===== src/design/range_distinct_count_window_assert.svh =====
// ----------------------------------------------------------------------------
// Range distinct-count window: assertion macros
// Concurrent checks that compile away when SYNTHESIS is defined.
// ----------------------------------------------------------------------------
`ifndef RANGE_DISTINCT_COUNT_WINDOW_ASSERT_SVH
`define RANGE_DISTINCT_COUNT_WINDOW_ASSERT_SVH

`ifndef SYNTHESIS

// same-cycle implication
`define RDCW_ASSERT_IMPLY(label, clk, rst_n, ante, cons) \
    label: assert property (@(posedge clk) disable iff (!rst_n) (ante) |-> (cons)) \
        else $error("rdcw: same-cycle check failed");

// next-cycle implication
`define RDCW_ASSERT_NEXT(label, clk, rst_n, ante, cons) \
    label: assert property (@(posedge clk) disable iff (!rst_n) (ante) |=> (cons)) \
        else $error("rdcw: next-cycle check failed");

`else

`define RDCW_ASSERT_IMPLY(label, clk, rst_n, ante, cons)
`define RDCW_ASSERT_NEXT(label, clk, rst_n, ante, cons)

`endif

`endif


===== src/design/rdcw_pkg.sv =====
// ----------------------------------------------------------------------------
// rdcw_pkg
// Shared widths, codes and controller/datapath interface types.
// ----------------------------------------------------------------------------
package rdcw_pkg;

    // port field widths
    localparam int CMD_W  = 1;
    localparam int POS_W  = 12;
    localparam int VAL_W  = 10;
    localparam int QID_W  = 16;
    localparam int DIST_W = 13;
    localparam int STAT_W = 2;

    // parameter defaults
    localparam int DEPTH_DEF         = 4096;
    localparam int VALUE_BITS_DEF    = 10;
    localparam int QUERY_ID_BITS_DEF = 16;

    // request commands
    localparam logic [CMD_W-1:0] CMD_LOAD  = 1'b0;
    localparam logic [CMD_W-1:0] CMD_QUERY = 1'b1;

    // result status codes
    localparam logic [STAT_W-1:0] ST_OK       = 2'd0;
    localparam logic [STAT_W-1:0] ST_REVERSED = 2'd1;
    localparam logic [STAT_W-1:0] ST_INSIDE   = 2'd2;

    // window edge moves
    localparam logic [1:0] OP_ADD_START = 2'd0;
    localparam logic [1:0] OP_ADD_END   = 2'd1;
    localparam logic [1:0] OP_REM_START = 2'd2;
    localparam logic [1:0] OP_REM_END   = 2'd3;

    typedef struct packed {
        logic capture;     // latch the accepted request
        logic clr_wr;      // clear one histogram entry
        logic load_wr;     // write the data store for a load
        logic step_start;  // pick an edge move, read the data store
        logic hist_rd;     // read the histogram entry
        logic upd;         // write back count, move the edge
        logic out_load;    // fill the output register
    } rdcw_cmd_t;

    typedef struct packed {
        logic is_query;
        logic reversed;
        logic need_step;
        logic clr_last;
    } rdcw_sts_t;

endpackage


===== src/design/rdcw_ctrl.sv =====
// ----------------------------------------------------------------------------
// rdcw_ctrl
// Sequencer: histogram clear after reset, request intake, edge-move loop
// and output register handshake.
// ----------------------------------------------------------------------------
module rdcw_ctrl
    import rdcw_pkg::*;
(
    input  logic      clk,
    input  logic      rst_n,
    input  logic      in_valid,
    output logic      in_stall,
    output logic      out_valid,
    input  logic      out_stall,
    input  rdcw_sts_t sts,
    output rdcw_cmd_t cmd
);

    localparam logic [2:0] S_CLEAR  = 3'd0;
    localparam logic [2:0] S_IDLE   = 3'd1;
    localparam logic [2:0] S_DECIDE = 3'd2;
    localparam logic [2:0] S_SEL    = 3'd3;
    localparam logic [2:0] S_RDH    = 3'd4;
    localparam logic [2:0] S_UPD    = 3'd5;
    localparam logic [2:0] S_DONE   = 3'd6;

    logic [2:0] state_reg;
    logic [2:0] state_next;
    logic       out_valid_reg;
    logic       out_valid_next;

    always_comb
    begin
        state_next = state_reg;
        cmd        = '0;
        case (state_reg)
            S_CLEAR:
            begin
                cmd.clr_wr = 1'b1;
                if (sts.clr_last)
                begin
                    state_next = S_IDLE;
                end
            end
            S_IDLE:
            begin
                if (in_valid)
                begin
                    cmd.capture = 1'b1;
                    state_next  = S_DECIDE;
                end
            end
            S_DECIDE:
            begin
                cmd.load_wr = !sts.is_query;
                if (sts.is_query && !sts.reversed)
                begin
                    state_next = S_SEL;
                end
                else
                begin
                    state_next = S_DONE;
                end
            end
            S_SEL:
            begin
                if (sts.need_step)
                begin
                    cmd.step_start = 1'b1;
                    state_next     = S_RDH;
                end
                else
                begin
                    state_next = S_DONE;
                end
            end
            S_RDH:
            begin
                cmd.hist_rd = 1'b1;
                state_next  = S_UPD;
            end
            S_UPD:
            begin
                cmd.upd    = 1'b1;
                state_next = S_SEL;
            end
            S_DONE:
            begin
                // hold until the output register is free or drains now
                if (!out_valid_reg || !out_stall)
                begin
                    cmd.out_load = 1'b1;
                    state_next   = S_IDLE;
                end
            end
            default:
            begin
                state_next = S_IDLE;
            end
        endcase
    end

    always_comb
    begin
        out_valid_next = out_valid_reg;
        if (cmd.out_load)
        begin
            out_valid_next = 1'b1;
        end
        else if (!out_stall)
        begin
            out_valid_next = 1'b0;
        end
    end

    always_ff @(posedge clk or negedge rst_n)
    begin
        if (!rst_n)
        begin
            state_reg     <= S_CLEAR;
            out_valid_reg <= 1'b0;
        end
        else
        begin
            state_reg     <= state_next;
            out_valid_reg <= out_valid_next;
        end
    end

    assign in_stall  = (state_reg != S_IDLE);
    assign out_valid = out_valid_reg;

endmodule


===== config.mk =====
export PLATFORM = sky130hd
export DESIGN_NAME = rdcw_ctrl
export DESIGN_NICKNAME = d
export VERILOG_FILES = /design/src/design/range_distinct_count_window_assert.svh /design/src/design/rdcw_pkg.sv /design/src/design/rdcw_ctrl.sv
export SDC_FILE = /design/constraint.sdc
export NUM_CORES = 1
export LEC_CHECK = 0
export ABC_AREA = 1
export BUFFER_PORTS_ARGS = -buffer_cell sky130_fd_sc_hd__buf_2
export CAP_MARGIN = 0
export CORE_AREA = 2 2 39 41
export CTS_CLUSTER_SIZE = 10
export DETAILED_ROUTE_END_ITERATION = 8
export DIE_AREA = 0 0 41 43
export HOLD_SLACK_MARGIN = 0.08
export PLACE_DENSITY = 0.59
export SLEW_MARGIN = 20
export SYNTH_ARGS = -nofsm -noshare
export SYNTH_HDL_FRONTEND = slang
export SYNTH_SLANG_ARGS = --single-unit
export TNS_END_PERCENT = 100

===== constraint.sdc =====
create_clock -name clk -period 0.9 [get_ports clk]
set_input_delay 0.18 -clock clk [delete_from_list [all_inputs] [get_ports clk]]
set_output_delay 0.18 -clock clk [all_outputs]
set_load 0.02 [all_outputs]

==> impl_metrics.xml <==
<?xml version="1.0" encoding="UTF-8"?>
<metrics>
  <group name="synth">
    <metric name="synth-simple-area-share" unit="%">50.2</metric>
    <metric name="xor_xnor_fraction_of_synth_area" unit="%">0</metric>
    <metric name="post-synth-top-area-cell" unit="">dfrtp_1</metric>
    <metric name="synth.avg_cell_area" unit="um2">6.61</metric>
    <metric name="synth_top_area_share" unit="%">35.2</metric>
    <metric name="mapped_cell_area" unit="um2">284</metric>
    <metric name="count_of_different_cell_masters_after_synthesis" unit="">12</metric>
    <metric name="yosysWarnings" unit="">0</metric>
    <metric name="post_synth_fa_ha_maj_area_fraction" unit="%">0</metric>
    <metric name="syn_inst" unit="">43</metric>
    <metric name="synth_top_family_by_area" unit="">simple AND/OR/NAND/NOR gates</metric>
    <metric name="synth_sequential_area_ratio" unit="%">35.2</metric>
    <metric name="mappedNetlistNets" unit="">51</metric>
    <metric name="ys_ff_latch" unit="">4</metric>
    <metric name="synth_top_cells_by_area" unit="">dfrtp_1 35%, nand2_1 13%, inv_1 11%</metric>
    <metric name="synth.mux.area_fraction" unit="%">0</metric>
    <metric name="synth_compound_area_share" unit="%">0</metric>
  </group>
  <group name="floorplanning">
    <metric name="coreArea" unit="um2">1380</metric>
    <metric name="chipWidth" unit="um">41</metric>
    <metric name="number_of_i_o_pins" unit="">17</metric>
    <metric name="initial_utilization" unit="%">20.5</metric>
    <metric name="die_height" unit="um">43</metric>
    <metric name="overall_die_area" unit="um2">1760</metric>
    <metric name="core.rowCount" unit="">14</metric>
  </group>
  <group name="critical_path">
    <metric name="cp_cell_sequence" unit="">inv_2 &gt; nor2_4 &gt; nand2_4 &gt; nor2_4 &gt; buf_6</metric>
    <metric name="path_max_fanout" unit="">4</metric>
    <metric name="cp-start-kind" unit="">flip-flop</metric>
    <metric name="critical-path-top-delay-family" unit="">flip-flops</metric>
    <metric name="cp_data_arrival_time" unit="ns">1.17</metric>
    <metric name="timing.critical_path.buf_inv" unit="">2</metric>
    <metric name="cpPeakStageDelay" unit="ns">0.41</metric>
    <metric name="timing.reg2reg.setup_slack" unit="ns">-0.27</metric>
    <metric name="endpoint_kind" unit="">primary output</metric>
    <metric name="timing_worst_setup_path_type" unit="">reg2out</metric>
    <metric name="rr_startpoint" unit="">state_reg[1]</metric>
    <metric name="worst-r2r-cell-count" unit="">7</metric>
    <metric name="timing.critical_path.mode_cell" unit="">nor2_4</metric>
    <metric name="cp_slowest_cell" unit="">dfrtp_2</metric>
    <metric name="worst_reg2reg_path_endpoint" unit="">out_valid</metric>
    <metric name="crit_required" unit="ns">0.72</metric>
  </group>
  <group name="pwr">
    <metric name="leakage_dissipation" unit="nW">0.357</metric>
    <metric name="power-per-cell-area" unit="nW/um2">3560</metric>
    <metric name="vdd_drop_max" unit="mV">1.55</metric>
  </group>
  <group name="global_route">
    <metric name="number_of_antenna_violations_at_the_first_check_in_global_routing" unit="">0</metric>
    <metric name="first_global_vias" unit="">407</metric>
    <metric name="grt_first_pass_wirelength" unit="um">1620</metric>
    <metric name="grt_start_max_net_pins" unit="">8</metric>
    <metric name="grt_use_total" unit="%">14.0</metric>
    <metric name="grt_overflow" unit="">0</metric>
  </group>
  <group name="drt">
    <metric name="num_vias" unit="">391</metric>
    <metric name="drt-wirelength-per-cell" unit="um">9.56</metric>
    <metric name="first_drt_pass_iteration_count" unit="">2</metric>
    <metric name="drt-initial-drc-count" unit="">2</metric>
    <metric name="route.met3.wl" unit="um">26</metric>
    <metric name="postRouteWirelength" unit="um">918</metric>
    <metric name="antenna_nets_post_route" unit="">0</metric>
    <metric name="routedLengthMet1" unit="um">391</metric>
    <metric name="top_layer" unit="">met3</metric>
    <metric name="avgViaCountPerCell" unit="">4.07</metric>
    <metric name="met2_length" unit="um">500</metric>
    <metric name="route.detailed.drc" unit="">0</metric>
  </group>
  <group name="clocking">
    <metric name="clock_tree.buffer_depth" unit="">2</metric>
    <metric name="tritoncts" unit="">yes</metric>
    <metric name="cts-buffers-inserted" unit="">3</metric>
    <metric name="ctsRootBufferMaster" unit="">clkbuf_4</metric>
    <metric name="cts-htree-levels" unit="">1</metric>
    <metric name="cts.reportedPaths.clkPinSlew" unit="ns">0.05</metric>
    <metric name="clock_sink_count" unit="">4</metric>
    <metric name="clock_insertion_delay_at_the_later_pin_of_the_skew_report" unit="ns">0.24</metric>
  </group>
  <group name="sta">
    <metric name="final_period_minus_worst_setup_slack" unit="ns">1.35</metric>
    <metric name="setup_repair_after_global_routing_missed_its_margin" unit="">true</metric>
    <metric name="timing.max_slew.rel_slack" unit="%">88.2</metric>
    <metric name="hold_slack_final" unit="ns">0.270</metric>
    <metric name="worst-slew-pin-transition" unit="ns">0.176</metric>
    <metric name="maxClockFrequency" unit="MHz">743</metric>
    <metric name="slew_violations" unit="">0</metric>
    <metric name="finalHoldViolCount" unit="">0</metric>
    <metric name="timing.final.crit_share" unit="%">150</metric>
    <metric name="post-route-worst-setup-slack" unit="ns">-0.447</metric>
    <metric name="skew" unit="ns">0.00853</metric>
    <metric name="report.final.setup_viol" unit="">13</metric>
  </group>
  <group name="placed_design">
    <metric name="dpl.hpwl" unit="um">642</metric>
    <metric name="dp.cells" unit="">86</metric>
    <metric name="port_buffers" unit="">16</metric>
    <metric name="place_worst_setup_slack" unit="ns">-0.223</metric>
    <metric name="replace_congestion" unit="">0.690</metric>
    <metric name="dpl-instance-area" unit="um2">519</metric>
  </group>
  <group name="cells_and_area">
    <metric name="largest_register_ffs" unit="">3</metric>
    <metric name="ratio_of_cells_with_drive_above_1_in_the_final_layout" unit="%">72.5</metric>
    <metric name="finalNetCount" unit="">89</metric>
    <metric name="finalCoreUtilization" unit="%">48.6</metric>
    <metric name="finish.instance_area" unit="um2">673</metric>
    <metric name="num_antenna_cells" unit="">0</metric>
    <metric name="fin_cells" unit="">96</metric>
    <metric name="area_grow_syn2layout" unit="%">137</metric>
  </group>
  <group name="worst_hold_path">
    <metric name="min_path_type" unit="">in2async</metric>
  </group>
  <group name="run">
    <metric name="max_cap_viol_count" unit="">0</metric>
  </group>
  <group name="status">
    <metric name="violations_in_the_final_reports" unit="">negative setup slack</metric>
    <metric name="outcome" unit="">finished with violations</metric>
  </group>
</metrics>
-- metrics by stage --
stage                     total power, mW  setup TNS [ns]
after floorplan                      1.17           -1.06
after global placement               1.72           -1.71
after detailed placement             1.73           -1.93
after CTS                            2.23           -4.00
after global routing                 2.60           -5.19
final                                2.40           -4.39
-- area by class of cell --
class	instances	area (um2)
clock buffers	4	26.3
fillers	148	711
inverters	9	38.8
multi-input cells	29	219
flip-flops and latches	4	104
well taps	16	20.0
repair buffers	34	265
-- repair_timing --
item / 4_1_cts / 5_1_grt
hold buffers: 1 / 0
endpoints found under the hold margin: 4 / 0
gates resized for setup: 17 / 8
pin swaps: 3 / 7
setup endpoints to repair: 13 / 13
buffers inserted: 3 / 4
-- cell usage in the layout (no fill, tap or decap), types with 2 or more instances in the layout --
cell type and count:
nand3_4 2, dfrtp_2 3, buf_4 16, nand3_1 5, nor2_2 5, nand4_1 2, nor2_4 3, buf_2 9
buf_6 8, nand2_1 6, clkbuf_4 3, inv_2 3, nand2_2 2, inv_1 5, nand2_4 2
-- power breakdown --
group | internal, mW | switching (mW) | total, mW | leakage [nW]
Combinational | 0.876 | 0.874 | 1.75 | 0.296
Sequential | 0.279 | 0.116 | 0.395 | 0.0467
Clock | 0.167 | 0.0851 | 0.252 | 0.0150
-- metal layers --
| metal | GRT usage (%) | vias to the layer above |
|---|---|---|
| li1 | - | 208 |
| met1 | 16.6 | 175 |
| met2 | 20.6 | 8 |
| met3 | 2.09 | 0 |
| met4 | 12.0 | 0 |
| met5 | 0 | - |
-- cell usage after synthesis --
cell type,instances
dfrtp_1,4
nand3_1,5
buf_4,1
nand3_2,2
inv_2,1
nor3_1,1
nand3b_1,1
nor2_1,6
inv_1,8
nand2_1,10
nor2_2,2
nand4_1,2
-- worst max-delay path by stage --
stage	startpoint	endpoint	slack, ns	cells after the start
3_5_place_dp	state_reg[1]	cmd[5]	-0.22	4
3_3_place_gp	state_reg[2]	cmd[4]	-0.19	4
5_1_grt	state_reg[1]	cmd[0]	-0.52	5
2_1_floorplan	state_reg[1]	cmd[5]	-0.16	3
6_report	state_reg[0]	cmd[6]	-0.45	5
4_1_cts	state_reg[1]	cmd[5]	-0.45	4
-- kinds of logic (layout without fill, tap and decap cells) --
family,Yosys count,after routing
buffers and inverters,10,47
and+or+nand+nor,29,29
DFF,4,4
(Power assumes the default switching activity.)
